$ cat src/gss_pkg.sv
package gss_pkg;

  // Default sizing of the set.
  localparam int SLOTS_DEF   = 1024;
  localparam int VALUE_W_DEF = 32;

  // Fixed field widths of the stream words.
  localparam int FUNC_W   = 2;
  localparam int IDX_FW   = 12;
  localparam int GEN_W    = 16;
  localparam int LIFE_W   = 32;
  localparam int SLOT_FW  = 10;
  localparam int STATUS_W = 3;
  localparam int OWNER_FW = 10;
  localparam int COUNT_FW = 11;

  // Packed word widths, rounded up to whole bytes.
  localparam int IN_W  = 72;
  localparam int OUT_W = 72;

  typedef enum logic [FUNC_W-1:0] {
    FN_ADD    = 2'd0,
    FN_REMOVE = 2'd1,
    FN_LOOKUP = 2'd2,
    FN_READ   = 2'd3
  } func_t;

  typedef enum logic [STATUS_W-1:0] {
    ST_OK        = 3'd0,
    ST_BAD_INDEX = 3'd1,
    ST_PRESENT   = 3'd2,
    ST_FULL      = 3'd3,
    ST_NOT_FOUND = 3'd4
  } status_t;

  typedef enum logic [1:0] {
    S_CLEAR,
    S_IDLE,
    S_EXEC
  } state_t;

  // Commands from the controller to the datapath.
  typedef struct packed {
    logic clr_we;   // write one generation entry of the clearing pass
    logic take;     // input word accepted: latch it and issue memory reads
    logic commit;   // execute the request: memory writes and result register
  } gss_cmd_t;

  // Status from the datapath to the controller.
  typedef struct packed {
    logic clr_last; // clearing pass is at its last entry
  } gss_sts_t;

endpackage

$ cat src/gss_ctrl.sv
module gss_ctrl (
  input  logic                clk,
  input  logic                rst_n,
  input  logic                in_tvalid,
  input  logic                out_tready,
  input  gss_pkg::gss_sts_t   sts,
  output logic                in_tready,
  output logic                out_tvalid,
  output gss_pkg::gss_cmd_t   cmd
);

  gss_pkg::state_t state_r, state_nxt;
  logic            out_valid_r, out_valid_nxt;

  always_ff @(posedge clk) begin
    if (!rst_n) begin
      state_r     <= gss_pkg::S_CLEAR;
      out_valid_r <= 1'b0;
    end else begin
      state_r     <= state_nxt;
      out_valid_r <= out_valid_nxt;
    end
  end

  always_comb begin
    state_nxt  = state_r;
    cmd        = '0;
    in_tready  = 1'b0;
    case (state_r)
      gss_pkg::S_CLEAR: begin
        cmd.clr_we = 1'b1;
        if (sts.clr_last) begin
          state_nxt = gss_pkg::S_IDLE;
        end
      end
      gss_pkg::S_IDLE: begin
        in_tready = 1'b1;
        if (in_tvalid) begin
          cmd.take  = 1'b1;
          state_nxt = gss_pkg::S_EXEC;
        end
      end
      gss_pkg::S_EXEC: begin
        // The result register must be free or emptying this cycle.
        if (!out_valid_r || out_tready) begin
          cmd.commit = 1'b1;
          state_nxt  = gss_pkg::S_IDLE;
        end
      end
      default: begin
        state_nxt = gss_pkg::S_CLEAR;
      end
    endcase

    if (cmd.commit) begin
      out_valid_nxt = 1'b1;
    end else if (out_tready) begin
      out_valid_nxt = 1'b0;
    end else begin
      out_valid_nxt = out_valid_r;
    end
  end

  assign out_tvalid = out_valid_r;

endmodule

$ cat config.mk
export PLATFORM = sky130hd
export DESIGN_NAME = gss_ctrl
export DESIGN_NICKNAME = d
export VERILOG_FILES = /design/src/gss_pkg.sv /design/src/gss_ctrl.sv
export SDC_FILE = /design/constraint.sdc
export NUM_CORES = 1
export LEC_CHECK = 0
export ABC_CLOCK_PERIOD_IN_PS = 1500
export BUFFER_PORTS_ARGS = -buffer_cell sky130_fd_sc_hd__buf_2
export CORE_AREA = 5 5 42 44
export DETAILED_ROUTE_END_ITERATION = 7
export DIE_AREA = 0 0 47 49
export GPL_ROUTABILITY_DRIVEN = 1
export REMOVE_ABC_BUFFERS = 1
export SKIP_CTS_REPAIR_TIMING = 1
export SLEW_MARGIN = 20
export SYNTH_ARGS = -nofsm -noshare
export SYNTH_HDL_FRONTEND = slang
export SYNTH_SLANG_ARGS = --single-unit
$ cat constraint.sdc
create_clock -name clk -period 1.5 [get_ports clk]
set_input_delay 0 -clock clk [delete_from_list [all_inputs] [get_ports clk]]
set_output_delay 0 -clock clk [all_outputs]
set_load 0.01 [all_outputs]
==> results of run 1 <==
==> kinds of logic (layout without fill, tap and decap cells) <==
group / Yosys count / in the layout / share of synthesized area, %
and+or+nand+nor: 10 / 10 / 42.5
buffers and inverters: 2 / 15 / 6.47
AOI/OAI and AO/OA: 3 / 3 / 16.5
DFF: 3 / 3 / 34.5
==> where the power goes <==
group / leakage (nW) / switching (mW) / internal, mW / total, mW
clock network: 0.0150 / 0.0400 / 0.0996 / 0.140
registers: 0.0246 / 0.00654 / 0.0848 / 0.0913
logic: 0.0898 / 0.0160 / 0.0222 / 0.0382
total: 0.129 / 0.0625 / 0.207 / 0.269
==> placed cells by master, fill, tap and decap left out <==
master and count:
nor2b_1 1, o21a_1 1, dlygate4sd3_1 1, dfxtp_1 3, nor4bb_1 1, and3b_2 1
and2b_1 1, inv_1 1, a21oi_1 1, clkbuf_1 1, nand2b_1 2, nor2_1 2
o41ai_2 1, clkbuf_4 3, and3b_1 1, buf_2 9, nand4bb_1 1
==> path summary, 6_finish.rpt <==
path | depth (start not counted) | slack (ns) | from | to
max reg2reg | 2 | 0.57 | state_r[1]$_SDFFE_PN0P_ | state_r[1]$_SDFFE_PN0P_
max | 2 | 0.49 | state_r[1]$_SDFFE_PN0P_ | cmd[1]
min reg2reg | 2 | 0.51 | out_tvalid$_SDFFE_PN0P_ | out_tvalid$_SDFFE_PN0P_
min | 3 | 0.08 | out_tready | out_tvalid$_SDFFE_PN0P_
==> sequential cells by signal, indices dropped and copies added, names as in the netlist <==
name / cells
out_tvalid: 1
state_r: 2
==> tightest hold or removal path, stage by stage <==
cell	delay, ns
buf_2	0.09
nand2b_1	0.11
a21oi_1	0.06
==> routing by layer <==
metal	vias to the layer above	track usage (%)	wire, um
met5	-	0	0
met4	0	6.91	0
met3	0	3.32	54
met2	5	5.20	201
met1	65	3.72	130
li1	90	-	-
==> layout make-up <==
type                    instances  area (um2)  share of cell area (%)
flip-flops and latches          3        60.1                    22.4
repair buffers                 10        55.1                    20.6
well taps                      16        20.0                    7.48
multi-input cells              13         103                    38.3
clock buffers                   4        26.3                    9.81
inverters                       1        3.75                    1.40
==> out/qor.txt, run 1 <==
Status -> completed
Leak -> 0.129 nW
Final setup fails -> 0
Wire per inst -> 8.19 um
Max-Cap Viols -> 0
Share of cells above drive strength 1 -> 45.2%
CTS sink cnt -> 3
Pre-CTS WS -> 0.568 ns
Slew headroom -> 83.3%
IO Port Bufs -> 9
Critical path endpoint category -> primary output
Final Util -> 19.1%
CP Launch Type -> flip-flop
Area Growth Syn to Fin -> 54.0%
Dominant cell type by area after synthesis -> dfxtp_1
Final WS setup -> 0.489 ns
Crit-path max FO -> 8
Clk_skew -> 0.00109 ns
Clk buf depth -> 2
DRC -> 0
Detailed Route Iter0 Violations -> 1
Final Cell Area -> 268 um2
Fraction of registers with async set/reset -> 0%
First-pass GRT wire length -> 614 um
Max VDD drop -> 0.210 mV
Vias in the first global route -> 160
CP bufs+invs -> 1
Final ANT Viol Nets -> 0
HP Class -> primary input to flip-flop
CP max-delay cell -> dfxtp_1
Cell breakdown of the critical path -> and3b_2 > buf_2
Initial core utilization -> 12.4%
DIE HEIGHT -> 49 um
Pin count of the biggest net entering global routing -> 9
Post-Syn Instances -> 18
GP Congestion -> 0.676
Root buf cell -> clkbuf_4
Fin nets -> 37
Fin cells -> 47
Clock-pin slew on the worst setup and hold paths -> 0.04 ns
Count leader, synth -> dfxtp_1
Worst-Skew Late Latency -> 0.23 ns
Hold_ws -> 0.0778 ns
Number of flops mapped to enable cells by yosys -> 0
CTS Buf Count -> 3
Remaining global-route overflow -> 0
Yosys cell types -> 14
Initial antenna violation count -> 0
Placed Area -> 231 um2
Seq/Total Area, Yosys -> 34.5%
CP arrival -> 1.01 ns
Syn Area/Cell -> 9.66 um2
Ys Warns -> 0
Area contributors post-synth -> dfxtp_1 35%, o41ai_2 9.4%, nand2b_1 7.2%, nand4bb_1 6.5%, and3b_2 5.8%
Delay-heaviest family, CP -> flip-flops
Primary FF master, synth -> dfxtp_1
Fillcell total -> 173
CP max stage delay -> 0.41 ns
Synthesized cell area -> 174 um2
Vias -> 160
Placeable core region -> 1400 um2
Placed Instances -> 42
Final Hold Viols -> 0
DIE AREA -> 2300 um2
Post-DP HPWL -> 297 um
CTS tree -> yes
FP Rows -> 14
Post-synth top cells -> 3 x dfxtp_1, 2 x nand2b_1, 2 x nor2_1
Register bit count reported by yosys -> 3
Worst Tran Pin Value -> 0.247 ns
Routed wire length -> 385 um
RSZ-0062 raised after global routing -> false
Min Tclk post-route -> 1.01 ns
Inserted Diodes -> 0
Final number of max-transition violations -> 0
Post-layout power -> 0.269 mW
Max frequency -> 989 MHz
First-pass DRT Iterations -> 3
Req. time, crit path -> 1.50 ns
Via density -> 3.40
Top-area cell type share of the netlist area -> 34.5%
Worst Setup Path Type -> flip-flop to primary output
Pwr dens -> 1010 nW/um2
Die Width -> 47 um
Tot GR Track Use -> 4.50%
Crit share post-route -> 67.4%
H-tree depth -> 1
Fin Setup TNS -> 0 ns
Ports -> 10
Power figures use the tool's default switching activity.
==> inputs of run 2 (changes only) <==
Settings changed: ABC_CLOCK_PERIOD_IN_PS 1500 to 1000.
Clock period 1.5 ns to 1 ns, I/O delays scaled along.
==> out/qor.txt, run 2 (synthesis gave the netlist of run 1 again) <==
Status -> completed (unchanged)
DIE HEIGHT -> 49 um (unchanged)
Die Width -> 47 um (unchanged)
Final Util -> 19.3% (was 19.1%)
Clk_skew -> 0.00119 ns (was 0.00109 ns)
Remaining global-route overflow -> 0 (unchanged)
Clk buf depth -> 2 (unchanged)
CP Launch Type -> flip-flop (unchanged)
Final ANT Viol Nets -> 0 (unchanged)
CP max-delay cell -> dfxtp_4 (was dfxtp_1)
Initial core utilization -> 12.4% (unchanged)
R2r setup slk -> 0.10 ns (was 0.57 ns)
Max VDD drop -> 0.337 mV (was 0.210 mV)
Fin Setup TNS -> 0 ns (unchanged)
Post-DP HPWL -> 314 um (was 297 um)
FF-to-FF Start -> state_r[1]$_SDFFE_PN0P_ (unchanged)
Delay-heaviest family, CP -> flip-flops (unchanged)
Wire per inst -> 8.83 um (was 8.19 um)
First-pass DRT Iterations -> 2 (was 3)
CP arrival -> 0.96 ns (was 1.01 ns)
RSZ-0062 raised after global routing -> true (was false)
First-pass GRT wire length -> 627 um (was 614 um)
Via density -> 3.52 (was 3.40)
Final Hold Viols -> 0 (unchanged)
Worst Setup Path Type -> flip-flop to primary output (unchanged)
H-tree depth -> 1 (unchanged)
Min Tclk post-route -> 0.959 ns
Clock-pin slew on the worst setup and hold paths -> 0.04 ns (about the same)
Hold_sp -> rst_n (was out_tready)
Max-Cap Viols -> 0 (unchanged)
Setup crit start -> state_r[1]$_SDFFE_PN0P_ (unchanged)
Critical path endpoint category -> primary output (unchanged)
Worst-Skew Late Latency -> 0.23 ns (about the same)
Ports -> 10 (unchanged)
Detailed Route Iter0 Violations -> 1 (unchanged)
Initial antenna violation count -> 0 (unchanged)
Largest reg by FF count -> state_r (unchanged)
Vias -> 162 (was 160)
Placeable core region -> 1400 um2 (unchanged)
CP max stage delay -> 0.38 ns (was 0.41 ns)
Number of flip-flops in the largest register -> 2 (unchanged)
Vias in the first global route -> 163 (was 160)
Fin nets -> 36 (was 37)
Placed Instances -> 42 (unchanged)
CTS Buf Count -> 3 (unchanged)
Area Growth Syn to Fin -> 55.4% (was 54.0%)
Leak -> 0.129 nW (about the same)
Fin cells -> 46 (was 47)
Tot GR Track Use -> 4.50% (about the same)
FP Rows -> 14 (unchanged)
GP Congestion -> 0.688 (was 0.676)
DIE AREA -> 2300 um2 (unchanged)
Inserted Diodes -> 0 (unchanged)
Worst Tran Pin Value -> 0.247 ns (about the same)
Most frequent cells in the layout -> 9 x buf_2, 3 x clkbuf_4, 2 x nor2_1 (was 9 x buf_2, 3 x clkbuf_4, 3 x dfxtp_1)
Root buf cell -> clkbuf_4 (unchanged)
Slew headroom -> 83.3% (about the same)
Share of cells above drive strength 1 -> 56.7% (was 45.2%)
Commonest non-fill, non-tap cell in the layout -> buf_2 (unchanged)
CP bufs+invs -> 1 (unchanged)
Crit-path max FO -> 8 (unchanged)
HP Class -> primary input to flip-flop (unchanged)
DRC -> 0 (unchanged)
Max frequency -> 1040 MHz
Cell breakdown of the critical path -> and3b_2 > buf_2 (unchanged)
Pin count of the biggest net entering global routing -> 9 (unchanged)
CTS sink cnt -> 3 (unchanged)
Crit share post-route -> 95.9%
IO Port Bufs -> 9 (unchanged)
Final setup fails -> 0 (unchanged)
CTS tree -> yes (unchanged)
Routed wire length -> 406 um (was 385 um)
Final number of max-transition violations -> 0 (unchanged)
Req. time, crit path -> 1.00 ns (was 1.50 ns)
Pwr dens -> 1500 nW/um2 (was 1010 nW/um2)
-- run 2: path summary, 6_finish.rpt --
kind | endpoint | cells past startpoint
setup / recovery | cmd[1] | 2
hold / removal | state_r[1]$_SDFFE_PN0P_ | 2
setup reg to reg | state_r[0]$_SDFFE_PN0P_ | 2
hold reg to reg | out_tvalid$_SDFFE_PN0P_ | 2
-- run 2: report_power, final --
group          total [mW]  internal (mW)  leakage, nW  switching (mW)
clock network       0.209          0.149       0.0150          0.0596
registers           0.138          0.127       0.0256          0.0114
logic              0.0579         0.0339       0.0889          0.0240
total               0.405          0.310        0.129          0.0950
-- run 2: metal layers --
metal	vias to the layer above	share of wire, %	wire, um	global-route usage, %
met4	0	0	0	5.53
met1	70	30	122	3.29
met3	0	13	54	4.43
li1	87	-	-	-
met5	-	0	0	0
met2	5	56	229	5.66
-- run 2: through the flow --
step | setup WS [ns] | hold slack [ns] | power (mW) | instance area (um2)
detailed placement | 0.0623 | 0.244 | 0.195 | 231
global route | -0.0272 | 0.0193 | 0.430 | 270
global placement | 0.0576 | 0.247 | 0.195 | 231
finish | 0.0410 | 0.00582 | 0.405 | 270
floorplan | 0.0893 | 0.118 | 0.168 | 166
CTS | -0.0378 | 0.000545 | 0.416 | 258
-- run 2: cell type report --
cell class / count / area [um2]
multi-input combinational: 13 / 110
sequential: 3 / 65.1
tap: 16 / 20.0
inverter: 1 / 3.75
clock buffer: 4 / 26.3
timing repair buffer: 9 / 45.0
fill: 175 / 1130
==> inputs of run 3 (changes only) <==
Settings changed: PLACE_DENSITY from default to 0.3.
==> out/qor.txt, run 3 (synthesis gave the netlist of run 1 again) <==
Fillcell total -> 170 (was 175)
Worst Setup Path Type -> flip-flop to primary output (unchanged)
Worst-Skew Late Latency -> 0.23 ns (about the same)
Area Growth Syn to Fin -> 55.4% (unchanged)
Share of cells above drive strength 1 -> 56.7% (unchanged)
Routed wire length -> 432 um (was 406 um)
Placed Area -> 231 um2 (unchanged)
Final ANT Viol Nets -> 0 (unchanged)
CP Launch Type -> flip-flop (unchanged)
DRC -> 0 (unchanged)
Hold_sp -> rst_n (unchanged)
Pre-CTS WS -> 0.0718 ns (was 0.0623 ns)
Cell breakdown of the critical path -> nand2b_4 > nor2b_1 > buf_2 (was and3b_2 > buf_2)
Via density -> 3.50 (was 3.52)
Post-layout power -> 0.406 mW (was 0.405 mW)
Detailed Route Iter0 Violations -> 2 (was 1)
Seq pwr share -> 34.1% (about the same)
Root buf cell -> clkbuf_4 (unchanged)
Placeable core region -> 1400 um2 (unchanged)
Clock-pin slew on the worst setup and hold paths -> 0.04 ns (about the same)
Setup crit start -> state_r[0]$_SDFFE_PN0P_ (was state_r[1]$_SDFFE_PN0P_)
Critical path endpoint category -> primary output (unchanged)
Max VDD drop -> 0.492 mV (was 0.337 mV)
Worst Tran Pin Value -> 0.282 ns (was 0.247 ns)
FP Rows -> 14 (unchanged)
First-pass DRT Iterations -> 2 (unchanged)
Delay-heaviest family, CP -> flip-flops (unchanged)
IO Port Bufs -> 9 (unchanged)
Logic pwr share -> 14.3% (about the same)
Most frequent cells in the layout -> 9 x buf_2, 3 x clkbuf_4, 2 x nor2_1 (unchanged)
Ports -> 10 (unchanged)
Fin cells -> 46 (unchanged)
Switch share -> 23.6% (was 23.5%)
Crit share post-route -> 95.7% (was 95.9%)
Pwr dens -> 1500 nW/um2 (about the same)
Largest reg by FF count -> state_r (unchanged)
Wire per inst -> 9.39 um (was 8.83 um)
Int Power -> 0.310 mW (about the same)
Placed Instances -> 42 (unchanged)
CP max-delay cell -> dfxtp_2 (was dfxtp_4)
Number of flip-flops in the largest register -> 2 (unchanged)
Remaining global-route overflow -> 0 (unchanged)
CP bufs+invs -> 1 (unchanged)
Post-DP HPWL -> 342 um (was 314 um)
Clk network pwr share -> 51.7% (was 51.6%)
Pin count of the biggest net entering global routing -> 9 (unchanged)
DIE AREA -> 2300 um2 (unchanged)
Hold_ws -> 0.00553 ns (was 0.00582 ns)
FF-to-FF Start -> state_r[1]$_SDFFE_PN0P_ (unchanged)
Initial antenna violation count -> 0 (unchanged)
Leak -> 0.129 nW (unchanged)
Initial core utilization -> 12.4% (unchanged)
Req. time, crit path -> 1.00 ns (about the same)
CTS tree -> yes (unchanged)
Crit-path max FO -> 7 (was 8)
Inserted Diodes -> 0 (unchanged)
Vias -> 161 (was 162)
Min Tclk post-route -> 0.957 ns (was 0.959 ns)
Status -> completed (unchanged)
GP Congestion -> 0.690 (was 0.688)
CTS Buf Count -> 3 (unchanged)
Sw Pwr -> 0.0958 mW (was 0.0950 mW)
Vias in the first global route -> 164 (was 163)
CP arrival -> 0.96 ns (about the same)
Max-Cap Viols -> 0 (unchanged)
Clk buf depth -> 2 (unchanged)
Clk_skew -> 0.000761 ns (was 0.00119 ns)
H-tree depth -> 1 (unchanged)
CTS sink cnt -> 3 (unchanged)
Final WS setup -> 0.0429 ns (was 0.0410 ns)
Final Hold Viols -> 0 (unchanged)
Die Width -> 47 um (unchanged)
RSZ-0062 raised after global routing -> true (unchanged)
Slew headroom -> 80.9% (was 83.3%)
HP Class -> primary input to flip-flop (unchanged)
Final number of max-transition violations -> 0 (unchanged)
Commonest non-fill, non-tap cell in the layout -> buf_2 (unchanged)
Tot GR Track Use -> 4.08% (was 4.50%)
CP max stage delay -> 0.34 ns (was 0.38 ns)
Final Cell Area -> 270 um2 (unchanged)
Fin nets -> 36 (unchanged)
DIE HEIGHT -> 49 um (unchanged)
Final setup fails -> 0 (unchanged)
Max frequency -> 1040 MHz (about the same)
First-pass GRT wire length -> 621 um (was 627 um)
run 3: cell counts in the layout (fill, tap and decap cells not counted):
Identical to the previous run, type by type.
run 3: power groups by stage:
stage,Sequential (mW),Clock [mW],Combinational [mW]
2_1_floorplan,0.137,0,0.0312
3_3_place_gp,0.139,0,0.0565
3_5_place_dp,0.139,0,0.0563
4_1_cts,0.137,0.223,0.0564
5_1_grt,0.139,0.232,0.0633
6_report,0.138,0.210,0.0580
run 3: final timing paths:
check | depth (start not counted) | to | slack, ns
max | 3 | cmd[0] | 0.04
min | 2 | state_r[1]$_SDFFE_PN0P_ | 0.006
max reg2reg | 2 | state_r[0]$_SDFFE_PN0P_ | 0.09
min reg2reg | 1 | state_r[0]$_SDFFE_PN0P_ | 0.51
run 3: routing by layer:
metal	vias to the layer above	track usage (%)	wire length, um
li1	88	-	-
met1	70	3.72	186
met2	3	4.98	216
met3	0	2.58	29
met4	0	5.53	0
met5	-	0	0
run 3: layout make-up:
| type | instances | area [um2] | share of cell area [%] |
|---|---|---|---|
| inverters | 1 | 3.75 | 1.39 |
| well taps | 16 | 20.0 | 7.41 |
| repair buffers | 9 | 45.0 | 16.7 |
| clock buffers | 4 | 26.3 | 9.72 |
| multi-input cells | 13 | 110 | 40.7 |
| flip-flops and latches | 3 | 65.1 | 24.1 |
run 3: metrics by stage:
step,TNS [ns],util [%]
after global routing,-0.00859,19.3
after global placement,0,16.5
after detailed placement,0,16.5
after CTS,-0.0673,18.4
after floorplan,0,-
final,0,19.3
